## src/sv/oal_pkg.sv

```systemverilog
package oal_pkg;

  typedef logic [1:0] mode_t;
  typedef logic [1:0] status_t;

  localparam mode_t MODE_INSERT = 2'd0;
  localparam mode_t MODE_DELETE = 2'd1;
  localparam mode_t MODE_LOCATE = 2'd2;
  localparam mode_t MODE_GET    = 2'd3;

  localparam status_t ST_DONE  = 2'd0;
  localparam status_t ST_RANGE = 2'd1;
  localparam status_t ST_FULL  = 2'd2;

  typedef struct packed {
    logic ins;
    logic del;
    logic loc;
  } cell_ctl_t;

endpackage

```

## src/sv/oal_cell.sv

```systemverilog
module oal_cell #(
  parameter int IDX = 0,
  parameter int EW  = 32,
  parameter int PW  = 9
) (
  input  logic                clk,
  input  oal_pkg::cell_ctl_t  ctl,
  input  logic [PW-1:0]       pos_idx,
  input  logic [PW-1:0]       count,
  input  logic [EW-1:0]       item_value,
  input  logic [EW-1:0]       left_val,
  input  logic [EW-1:0]       right_val,
  output logic [EW-1:0]       slot_val,
  output logic                leaf_hit
);
  import oal_pkg::*;

  localparam logic [PW-1:0] ME = PW'(IDX);

  logic [EW-1:0] slot_r;
  logic [EW-1:0] slot_nxt;

  always_comb begin
    slot_nxt = slot_r;
    if (ctl.ins) begin
      if (ME == pos_idx) begin
        slot_nxt = item_value;
      end else if (ME > pos_idx) begin
        slot_nxt = left_val;
      end
    end else if (ctl.del && (ME >= pos_idx)) begin
      slot_nxt = right_val;
    end
  end

  always_ff @(posedge clk) begin
    slot_r <= slot_nxt;
  end

  assign slot_val = slot_r;
  assign leaf_hit = ctl.loc ? ((ME < count) && (slot_r == item_value)) : (ME == pos_idx);

endmodule

```

## config.mk

```make
export PLATFORM = sky130hd
export DESIGN_NAME = oal_cell
export DESIGN_NICKNAME = d
export VERILOG_FILES = /design/src/sv/oal_pkg.sv /design/src/sv/oal_cell.sv
export SDC_FILE = /design/constraint.sdc
export NUM_CORES = 1
export LEC_CHECK = 0
export ABC_CLOCK_PERIOD_IN_PS = 6300
export BUFFER_PORTS_ARGS = -buffer_cell sky130_fd_sc_hd__buf_2
export CAP_MARGIN = 20
export CORE_UTILIZATION = 44
export CTS_CLUSTER_SIZE = 12
export DETAILED_ROUTE_END_ITERATION = 16
export PLACE_DENSITY = 0.85
export SETUP_SLACK_MARGIN = 0.2
export SLEW_MARGIN = 25
export SYNTH_ARGS = -nofsm -noshare
export SYNTH_HDL_FRONTEND = slang
export SYNTH_SLANG_ARGS = --single-unit
```

## constraint.sdc

```tcl
create_clock -name clk -period 6.3 [get_ports clk]
set_clock_uncertainty 0.1 [all_clocks]
set_input_delay 0.63 -clock clk [delete_from_list [all_inputs] [get_ports clk]]
set_output_delay 0.63 -clock clk [all_outputs]
set_load 0.03 [all_outputs]
```

# Yosys cells after proc, flatten, opt, wreduce, memory -nomap -nowiden

Cells that the tools add are included.

Bits in registers: 32
Latch bits: 0
Bits in writable memories: 0
Memory bits (read-only): 0
Input bits: 118
Memories kept: 0

$add $sub $neg: 0
Multipliers: 0
Divide/modulo/power cells: 0
$lt $le $gt $ge: 3
Eq/ne operators: 2
Shift-type cells: 0
Mux-type cells: 5
Bitwise gates (word level): 0
Reductions and logical operators: 5

Operators with widths:

| kind                 | number |
|---|---|
| $mux W32             | 4 |
| $eq A32 B32 Y1       | 1 |
| $ge A1 B9 Y1 const A | 1 |
| $gt A1 B9 Y1 const A | 1 |
| $logic_not A9 Y1     | 1 |
| $lt A1 B9 Y1 const A | 1 |
| $ne A3 B1 Y1 const B | 1 |
| $logic_and A1 B1 Y1  | 2 |
| $reduce_and A2 Y1    | 1 |
| $reduce_bool A2 Y1   | 1 |
| $mux W1              | 1 |

# Logic depth before layout (Yosys ltp)

Gate-level depths: netlist of run 1.

Depth after elaboration: 4
Mapped depth: 6
Mapped depth without buffers: 5

# Worst setup path after synthesis of run 1

No wires, ideal clock.

Path kind: input to register
Start: input pos_idx[5]
End: register slot_r[0] (netlist: slot_val[0]), enable pin
Arrival: 2.667 ns
Path slack: 3.112 ns
Stages on the path: 5
Path through: nor4_1 nand3_1 buf_6 buf_8 nor2_1

Longest elaborated chain between the ends: 4
Elaborated cells between the ends (all ways): 7
Classes of those cells: order compare (2); eq/ne (1); reduce/logical (4)

RTL lines:

| item                                   | RTL line       | RTL |
|---|---|---|
| start: declaration                     | oal_cell.sv:8  | `input logic [PW-1:0] pos_idx,` |
| $ge A1 B9 Y1                           | oal_cell.sv:31 | `end else if (ctl.del && (ME >= pos_idx)) begin` |
| $logic_and A1 B1 Y1                    | oal_cell.sv:31 |  |
| $reduce_bool A2 Y1 (no source line)    | --             |  |
| $reduce_and A2 Y1 (no source line) (*) | --             |  |
| end signal: assignment                 | oal_cell.sv:37 | `slot_r <= slot_nxt;` |
| end: declaration                       | oal_cell.sv:20 | `logic [EW-1:0] slot_r;` |

Every way passes the cells marked *; elsewhere a longest branch is shown, timed or not.
A chain may end at the register's enable or synchronous reset.

# Worst setup path in the final report of run 1

Start: input pos_idx[5]
End: output leaf_hit

Longest elaborated chain between the ends: 2

RTL lines:

| item             | RTL line       | RTL |
|---|---|---|
| $logic_not A9 Y1 | oal_cell.sv:41 | `assign leaf_hit = ctl.loc ? ((ME < count) && (slot_r == item_value)) : (ME == pos_idx);` |
| $mux W1          | oal_cell.sv:41 |  |
| end: declaration | oal_cell.sv:14 | `output logic leaf_hit` |

No other way between the ends.

==> flow_summary.toml, run 1 <==
[run_status]
status = "finished clean"

[clock_tree]
cts_setup_buffers = 0
clock-sinks = 32
ctsLongestPathBuffers = 2
ctsResizeCount = 0
h-tree-depth = 2
numCtsBuffers = 5
cts_root_buffer = "clkbuf_8"
cts_tree = "done"
holdBufCountCts = 0
clk_pin_slew_ns = 0.07

[yosys]
synthArstFlopShare_pct = 0
muxShareOfSynthArea_pct = 15.6
yosysUniqueCellTypes = 15
synth_edf_count = 32
synth_xor_area_share_pct = 13.7
synth_common_cells = "nor2_1, a21oi_1, edfxtp_1, mux2i_1, xnor2_1"
synthTopCellsByArea = "edfxtp_1, mux2i_1, a21oi_1, xnor2_1, nor2_1"
synth_top_area_share_pct = 46.9
synth.largest_area_cell = "edfxtp_1"
synth_compound_area_share_pct = 8.13
synth_top_family_by_area = "multiplexers"
avgSynthCellArea_um2 = 10.6
synthAdderAreaFrac_pct = 0
synth_most_common_cell = "nor2_1"
synth_cells = 193
yosysSeqAreaShare_pct = 46.9
yosys_warnings = 0
ys_seq_elements = 32
synth_area_um2 = 2050
ys_dominant_reg_cell = "edfxtp_1"
syn_nets = 311
synthSimpleGateAreaFrac_pct = 11.5

[power]
p_total_w = 0.000458
peakVddDrop_uv = 137
power.leakage_nw = 1.49
power.density_nw_per_um2 = 159

[final_layout]
layout.nets = 459
fillers = 372
largest_register_ffs = 32
antenna_cells = 0
design_area_um2 = 2880
multi_input_area_um2 = 1010
area_growth_pct = 40.8
final_layout_size_suffix_gt1_share_pct = 46.6
ff_latch_area_um2 = 961

[global_routing]
grt_pass1_wl_um = 8450
grt_usage_pct = 22.0
grt_pass1_vias = 1999
overflow = 0
antenna_found_initial = 0
grt_max_degree = 66

[detailed_routing]
wl_per_cell_um = 13.1
final_antenna_net_count = 0
wirelength_um = 5150
viasPerCell = 5.00
num_vias = 1964
drtIter0Drc = 80
drt_first_pass_iters = 6
drc = 0

[critical_path]
cpMaxStageDelayCell = "nor4_1"
cp-end-kind = "output pin"
crit_buf_inv = 3
startpoint = "pos_idx[5]"
cp_top_family = "buffers and inverters"
cp.required_ns = 5.57
cpPeakStageDelay_ns = 0.32
critPathArrivalTime_ns = 1.96
timing.critical_path.cells = "buf_2, nor4_1, nand3_2, buf_4, o22ai_1, buf_2"
path_max_fanout = 34
crit_top_cell = "buf_2"
critPathLaunchType = "input pin"
critPathKind = "in -> out"

[die]
fp.dieH_um = 70.2
start_util_pct = 46.4
die_area_um2 = 4930
core_area_um2 = 4410
rows = 24
die_x_um = 70.2
pin_count = 151

[timing]
hold_slack_ns = 0.572
period_minus_slack_ns = 2.69
setup_ws_ns = 3.61
hold_viol_final = 0
max-slew-margin-rel_pct = 40.8
final.setup.tns_ns = 0
final-setup-viol-count = 0
rsz0062_at_grt = "false"
fin_crit_sh_pct = 42.7
slew_viol_final = 0
tightest_slew_ns = 0.886
fmax_mhz = 371

[job]
cap_viol_max_count = 0

[placement]
dp_hpwl_um = 4070
gp_congestion = 0.757
dp_slack_ns = 3.49
dpl_cell_area_um2 = 2810
port-buffer-count = 150

[min_path]
min-delay-path-class = "in -> reg"
hold_start = "right_val[12]"
-- worst min-delay path: cells and delay by family --
family / cells / cell delay (ns)
simple gates: 1 / 0.03
compound gates: 1 / 0.10
buf+inv: 1 / 0.07
-- path summary, 6_finish.rpt --
check / endpoint / cells past startpoint
setup / recovery: leaf_hit / 6
hold / removal: slot_val[12] / 3
-- stage by stage --
stage	std cells	util [%]
after floorplan	193	-
after global placement	386	63.6
after detailed placement	386	63.6
after CTS	393	65.3
after global routing	393	65.3
final	393	65.3
-- power breakdown --
part           leakage [nW]  internal, W  total (W)  switching (W)
Combinational          1.16    0.0000440  0.0000804      0.0000364
Sequential            0.298     0.000236   0.000236    0.000000215
Clock                0.0391    0.0000727   0.000141      0.0000687
-- final cells by class --
cell class | instances | area share [%]
clock buffer | 5 | 2.39
clock inverter | 2 | 0.260
multi-input combinational | 150 | 35.2
sequential | 32 | 33.3
tap | 52 | 2.26
timing repair buffer | 152 | 26.6
-- layout by cell type, fill, tap and decap left out --
cell        n
a21oi_1    32
nor2_1     35
nand3_1     1
nor3_1      3
mux2i_1    32
clkinv_1    2
buf_4       2
edfxtp_1   32
nor2_4      1
buf_2     150
nand3_2     1
clkbuf_8    5
nand4_1     6
nor4_1      6
o22ai_1     1
xor2_1     15
xnor2_1    17
-- kinds of logic after synthesis --
group           Yosys count
simple gates             53
compound gates           33
xor+xnor                 32
mux                      32
flops                    32
buf+inv                  11
-- per-layer routing --
layer	part of all wire [%]	track usage, %
met1	39	24.3
met2	52	40.2
met3	6.7	6.06
met4	1.8	7.78
met5	0	0
Power figures use the tool's default switching activity.
==> run 2, diff against run 1 <==
--- a/config.mk
+++ b/config.mk
@@ -5,13 +5,13 @@
 export SDC_FILE = /design/constraint.sdc
 export NUM_CORES = 1
 export LEC_CHECK = 0
-export ABC_CLOCK_PERIOD_IN_PS = 6300
+export ABC_CLOCK_PERIOD_IN_PS = 2800
 export BUFFER_PORTS_ARGS = -buffer_cell sky130_fd_sc_hd__buf_2
 export CAP_MARGIN = 20
-export CORE_UTILIZATION = 44
+export CORE_UTILIZATION = 41
 export CTS_CLUSTER_SIZE = 12
 export DETAILED_ROUTE_END_ITERATION = 16
-export PLACE_DENSITY = 0.85
+export PLACE_DENSITY = 0.8
 export SETUP_SLACK_MARGIN = 0.2
 export SLEW_MARGIN = 25
 export SYNTH_ARGS = -nofsm -noshare
==> constraint.sdc (replaced) <==
create_clock -name clk -period 2.8 [get_ports clk]
set_clock_uncertainty 0.1 [all_clocks]
set_input_delay 0.28 -clock clk [delete_from_list [all_inputs] [get_ports clk]]
set_output_delay 0.28 -clock clk [all_outputs]
set_load 0.03 [all_outputs]
==> flow_summary.toml, run 2 (synthesis gave the netlist of run 1 again) <==
[run_status]
status = "finished clean"

[placement]
gp_congestion = 0.739
port-buffer-count = 150
dpl_cell_area_um2 = 2850
dp_hpwl_um = 4480

[global_routing]
overflow = 0
grt_pass1_wl_um = 8340
grt_pass1_vias = 1960
grt_max_degree = 65
antenna_found_initial = 0
grt_usage_pct = 20.8

[detailed_routing]
final_antenna_net_count = 0
drtIter0Drc = 61
viasPerCell = 4.87
drt_first_pass_iters = 4
drc = 0
num_vias = 1985
wirelength_um = 5410
wl_per_cell_um = 13.3

[timing]
final-setup-viol-count = 0
tightest_slew_ns = 0.592
fin_crit_sh_pct = 78.8
hold_viol_final = 0
final.setup.tns_ns = 0
slew_viol_final = 0
max-slew-margin-rel_pct = 60.6
hold_slack_ns = 0.219
rsz0062_at_grt = "false"
period_minus_slack_ns = 2.21
fmax_mhz = 453

[clock_tree]
numCtsBuffers = 5
cts_root_buffer = "clkbuf_8"
clock-sinks = 32
holdBufCountCts = 0
ctsResizeCount = 0
clk_pin_slew_ns = 0.06
cts_setup_buffers = 0
h-tree-depth = 2
ctsLongestPathBuffers = 2
cts_tree = "done"

[die]
pin_count = 151
start_util_pct = 43.1
fp.dieH_um = 72.7
rows = 25
core_area_um2 = 4750
die_area_um2 = 5280
die_x_um = 72.7

[final_layout]
layout_common_cells = "buf_2, nor2_1, mux2i_1, a21oi_1, edfxtp_1"
antenna_cells = 0
mostFrequentLayoutCell = "buf_2"
largest_register_ffs = 32
layout.nets = 461
design_area_um2 = 2920
final_layout_size_suffix_gt1_share_pct = 47.2
area_growth_pct = 42.7

[critical_path]
critPathArrivalTime_ns = 1.83
critPathLaunchType = "flip-flop"
cp.required_ns = 2.42
path_max_fanout = 2
cp-end-kind = "output pin"
critPathKind = "reg -> out"

[min_path]
hold_start = "right_val[23]"
min-delay-path-class = "in -> reg"
holdPathEnd = "slot_val[23]"
holdPathStages = 3

[job]
cap_viol_max_count = 0

[power]
power.leakage_nw = 1.50
power.density_nw_per_um2 = 349
peakVddDrop_uv = 210
## run 2: cell count changes in the layout (fill, tap and decap cells not counted)
cell	change
buf_12	+1
buf_4	+1
clkinv_1	-2
## run 2: layout make-up
| class | instances | area [um^2] |
|---|---|---|
| flip-flops and latches | 32 | 961 |
| well taps | 67 | 83.8 |
| multi-input cells | 150 | 1010 |
| clock buffers | 5 | 68.8 |
| repair buffers | 154 | 793 |
| fillers | 444 | 1830 |
## run 2: power breakdown
part	total, W	internal (W)	switching [W]
sequential	0.000532	0.000532	0.000000485
clock	0.000307	0.000160	0.000147
combinational	0.000180	0.0000990	0.0000806
total	0.00102	0.000791	0.000228
## run 2: metal layers
metal | share of wire (%) | global-route usage, % | up-vias
li1 | - | - | 995
met2 | 53 | 38.9 | 91
met5 | 0 | 0 | -
met4 | 2.0 | 7.41 | 0
met3 | 7.5 | 4.83 | 12
met1 | 37 | 22.7 | 887
## run 2: through the flow
stage                     power [W]  utilization (%)  setup slack (ns)  cells
final                       0.00102             61.4             0.593    408
after global routing        0.00106             61.4             0.491    408
after CTS                   0.00103             61.4             0.575    408
after detailed placement   0.000724             60.0             0.791    403
after global placement     0.000717             60.0             0.816    403
after floorplan            0.000619                -             0.492    193
## run 2: worst max path at each step
| stage | startpoint | to | slack [ns] |
|---|---|---|---|
| finish | slot_val[5] | leaf_hit | 0.59 |
| global route | slot_val[5] | leaf_hit | 0.49 |
| CTS | slot_val[5] | leaf_hit | 0.57 |
| detailed placement | pos_idx[5] | slot_val[2] | 0.79 |
| global placement | pos_idx[5] | slot_val[2] | 0.82 |
| floorplan | pos_idx[5] | slot_val[0] | 0.49 |
## run 2: critical path, cell delays in order (launching register included)
cell      delay (ns)
edfxtp_1        0.40
xnor2_1         0.20
nand4_1         0.14
nor4_1          0.34
nand4_1         0.13
o22ai_1         0.13
buf_2           0.22
==> run 3, diff against run 2 <==
--- a/config.mk
+++ b/config.mk
@@ -5,13 +5,13 @@
 export SDC_FILE = /design/constraint.sdc
 export NUM_CORES = 1
 export LEC_CHECK = 0
-export ABC_CLOCK_PERIOD_IN_PS = 2800
+export ABC_CLOCK_PERIOD_IN_PS = 1850
 export BUFFER_PORTS_ARGS = -buffer_cell sky130_fd_sc_hd__buf_2
 export CAP_MARGIN = 20
-export CORE_UTILIZATION = 41
+export CORE_UTILIZATION = 37
 export CTS_CLUSTER_SIZE = 12
 export DETAILED_ROUTE_END_ITERATION = 16
-export PLACE_DENSITY = 0.8
+export PLACE_DENSITY = 0.76
 export SETUP_SLACK_MARGIN = 0.2
 export SLEW_MARGIN = 25
 export SYNTH_ARGS = -nofsm -noshare
==> constraint.sdc (replaced) <==
create_clock -name clk -period 1.85 [get_ports clk]
set_clock_uncertainty 0.1 [all_clocks]
set_input_delay 0.185 -clock clk [delete_from_list [all_inputs] [get_ports clk]]
set_output_delay 0.185 -clock clk [all_outputs]
set_load 0.03 [all_outputs]
==> flow_summary.toml, run 3 (synthesis gave the netlist of run 1 again) <==
[placement]
dp_hpwl_um = 4530
port-buffer-count = 150
gp_congestion = 0.777
dp_slack_ns = -0.0666

[power]
pwr-share-clk_pct = 29.8
power.switching_w = 0.000345
comb_power_share_pct = 18.0
power.density_nw_per_um2 = 519
power.leakage_nw = 1.53
seqPwrFrac_pct = 52.2
peakVddDrop_uv = 450
switching_share_pct = 22.3
p_total_w = 0.00154
p_int_w = 0.00120

[run_status]
violations = "negative setup slack"
status = "finished, violations left"

[clock_tree]
numCtsBuffers = 5
h-tree-depth = 2
ctsLongestPathBuffers = 2
cts_root_buffer = "clkbuf_8"
cts_tree = "done"
clock-sinks = 32
clk_pin_slew_ns = 0.06

[timing]
rsz0062_at_grt = "true"
fin_crit_sh_pct = 111
final-setup-viol-count = 1
setup_ws_ns = -0.206
tightest_slew_ns = 0.307
period_minus_slack_ns = 2.06
hold_viol_final = 0
max-slew-margin-rel_pct = 79.3
fmax_mhz = 486
slew_viol_final = 0

[detailed_routing]
drt_first_pass_iters = 4
met1_length_um = 2210
wl_met2_um = 2780
drtIter0Drc = 67
wl_per_cell_um = 13.3
routed.top_layer = "met4"
drc = 0
final_antenna_net_count = 0
viasPerCell = 4.74
num_vias = 1972
wirelength_um = 5510
wl_met3_um = 415

[die]
die_area_um2 = 5830
rows = 26
core_area_um2 = 5200
start_util_pct = 39.3
pin_count = 151
fp.dieH_um = 76.4
die_x_um = 76.4

[critical_path]
startpoint = "slot_val[7]"
critPathArrivalTime_ns = 1.77
critPathKind = "reg -> out"
critPathLaunchType = "flip-flop"
cp-end-kind = "output pin"
cp.required_ns = 1.56
path_max_fanout = 2

[global_routing]
grt_pass1_wl_um = 9180
grt_max_degree = 33
antenna_found_initial = 0
grt_pass1_vias = 2048
grt_usage_pct = 19.9
overflow = 0

[final_layout]
area_growth_pct = 45.4
mostFrequentLayoutCell = "buf_2"
layout.nets = 466
antenna_cells = 0
final_layout_size_suffix_gt1_share_pct = 48.8
layout_common_cells = "buf_2, nor2_1, mux2i_1, a21oi_1, edfxtp_1"
largest_register_ffs = 32

[min_path]
min-delay-path-class = "in -> reg"
hold_start = "right_val[9]"

[job]
cap_viol_max_count = 0
## run 3: cell types whose count changed in the layout (fill, tap and decap cells not counted), sizes merged
cell  change
buf       +5
## run 3: final timing paths
| kind | end | slack (ns) | depth (start not counted) |
|---|---|---|---|
| min | slot_val[9] | 0.12 | 3 |
| max | leaf_hit | -0.21 | 6 |
## run 3: critical path, cell delays in order (launching register included)
cell and delay, ns:
edfxtp_1 0.41, xnor2_1 0.22, nand4_1 0.14, nor4_2 0.31, nand4_1 0.14, o22ai_2 0.12, buf_6 0.15
## run 3: layout make-up
class                      instances  area [um^2]
multi-input combinational        150         1030
clock buffer                       5         68.8
fill                             492         2230
sequential                        32          961
tap                               70         87.6
timing repair buffer             159          825
## run 3: repair_timing
item / 4_1_cts / 5_1_grt
resized for setup: 3 / 0
buffers inserted: 1 / 0
pin swaps: 6 / 2
endpoints found under the setup margin: 1 / 1
hold buffers: 0 / 0
## run 3: per-stage QoR
stage / util [%] / setup TNS, ns / std cells / instance area, um^2 / hold WS, ns
2_1_floorplan: - / 0 / 193 / 2070 / 0.311
3_3_place_gp: 55.5 / -0.00309 / 410 / 2890 / 0.400
3_5_place_dp: 55.5 / -0.0666 / 410 / 2890 / 0.405
4_1_cts: 57.2 / -0.221 / 416 / 2980 / 0.118
5_1_grt: 57.2 / -0.369 / 416 / 2980 / 0.135
6_report: 57.2 / -0.206 / 416 / 2980 / 0.124
## run 3: power groups by stage
stage	combinational, W	sequential (W)	clock [W]
after floorplan	0.000115	0.000823	0
after global placement	0.000270	0.000821	0
after detailed placement	0.000279	0.000821	0
after CTS	0.000281	0.000805	0.000479
after global routing	0.000314	0.000805	0.000509
final	0.000278	0.000805	0.000459
## run 3: metal layers
layer | up-vias | track usage (%)
met2 | 92 | 36.2
met3 | 12 | 7.07
met4 | 0 | 6.35
li1 | 1010 | -
met1 | 858 | 21.2
met5 | - | 0
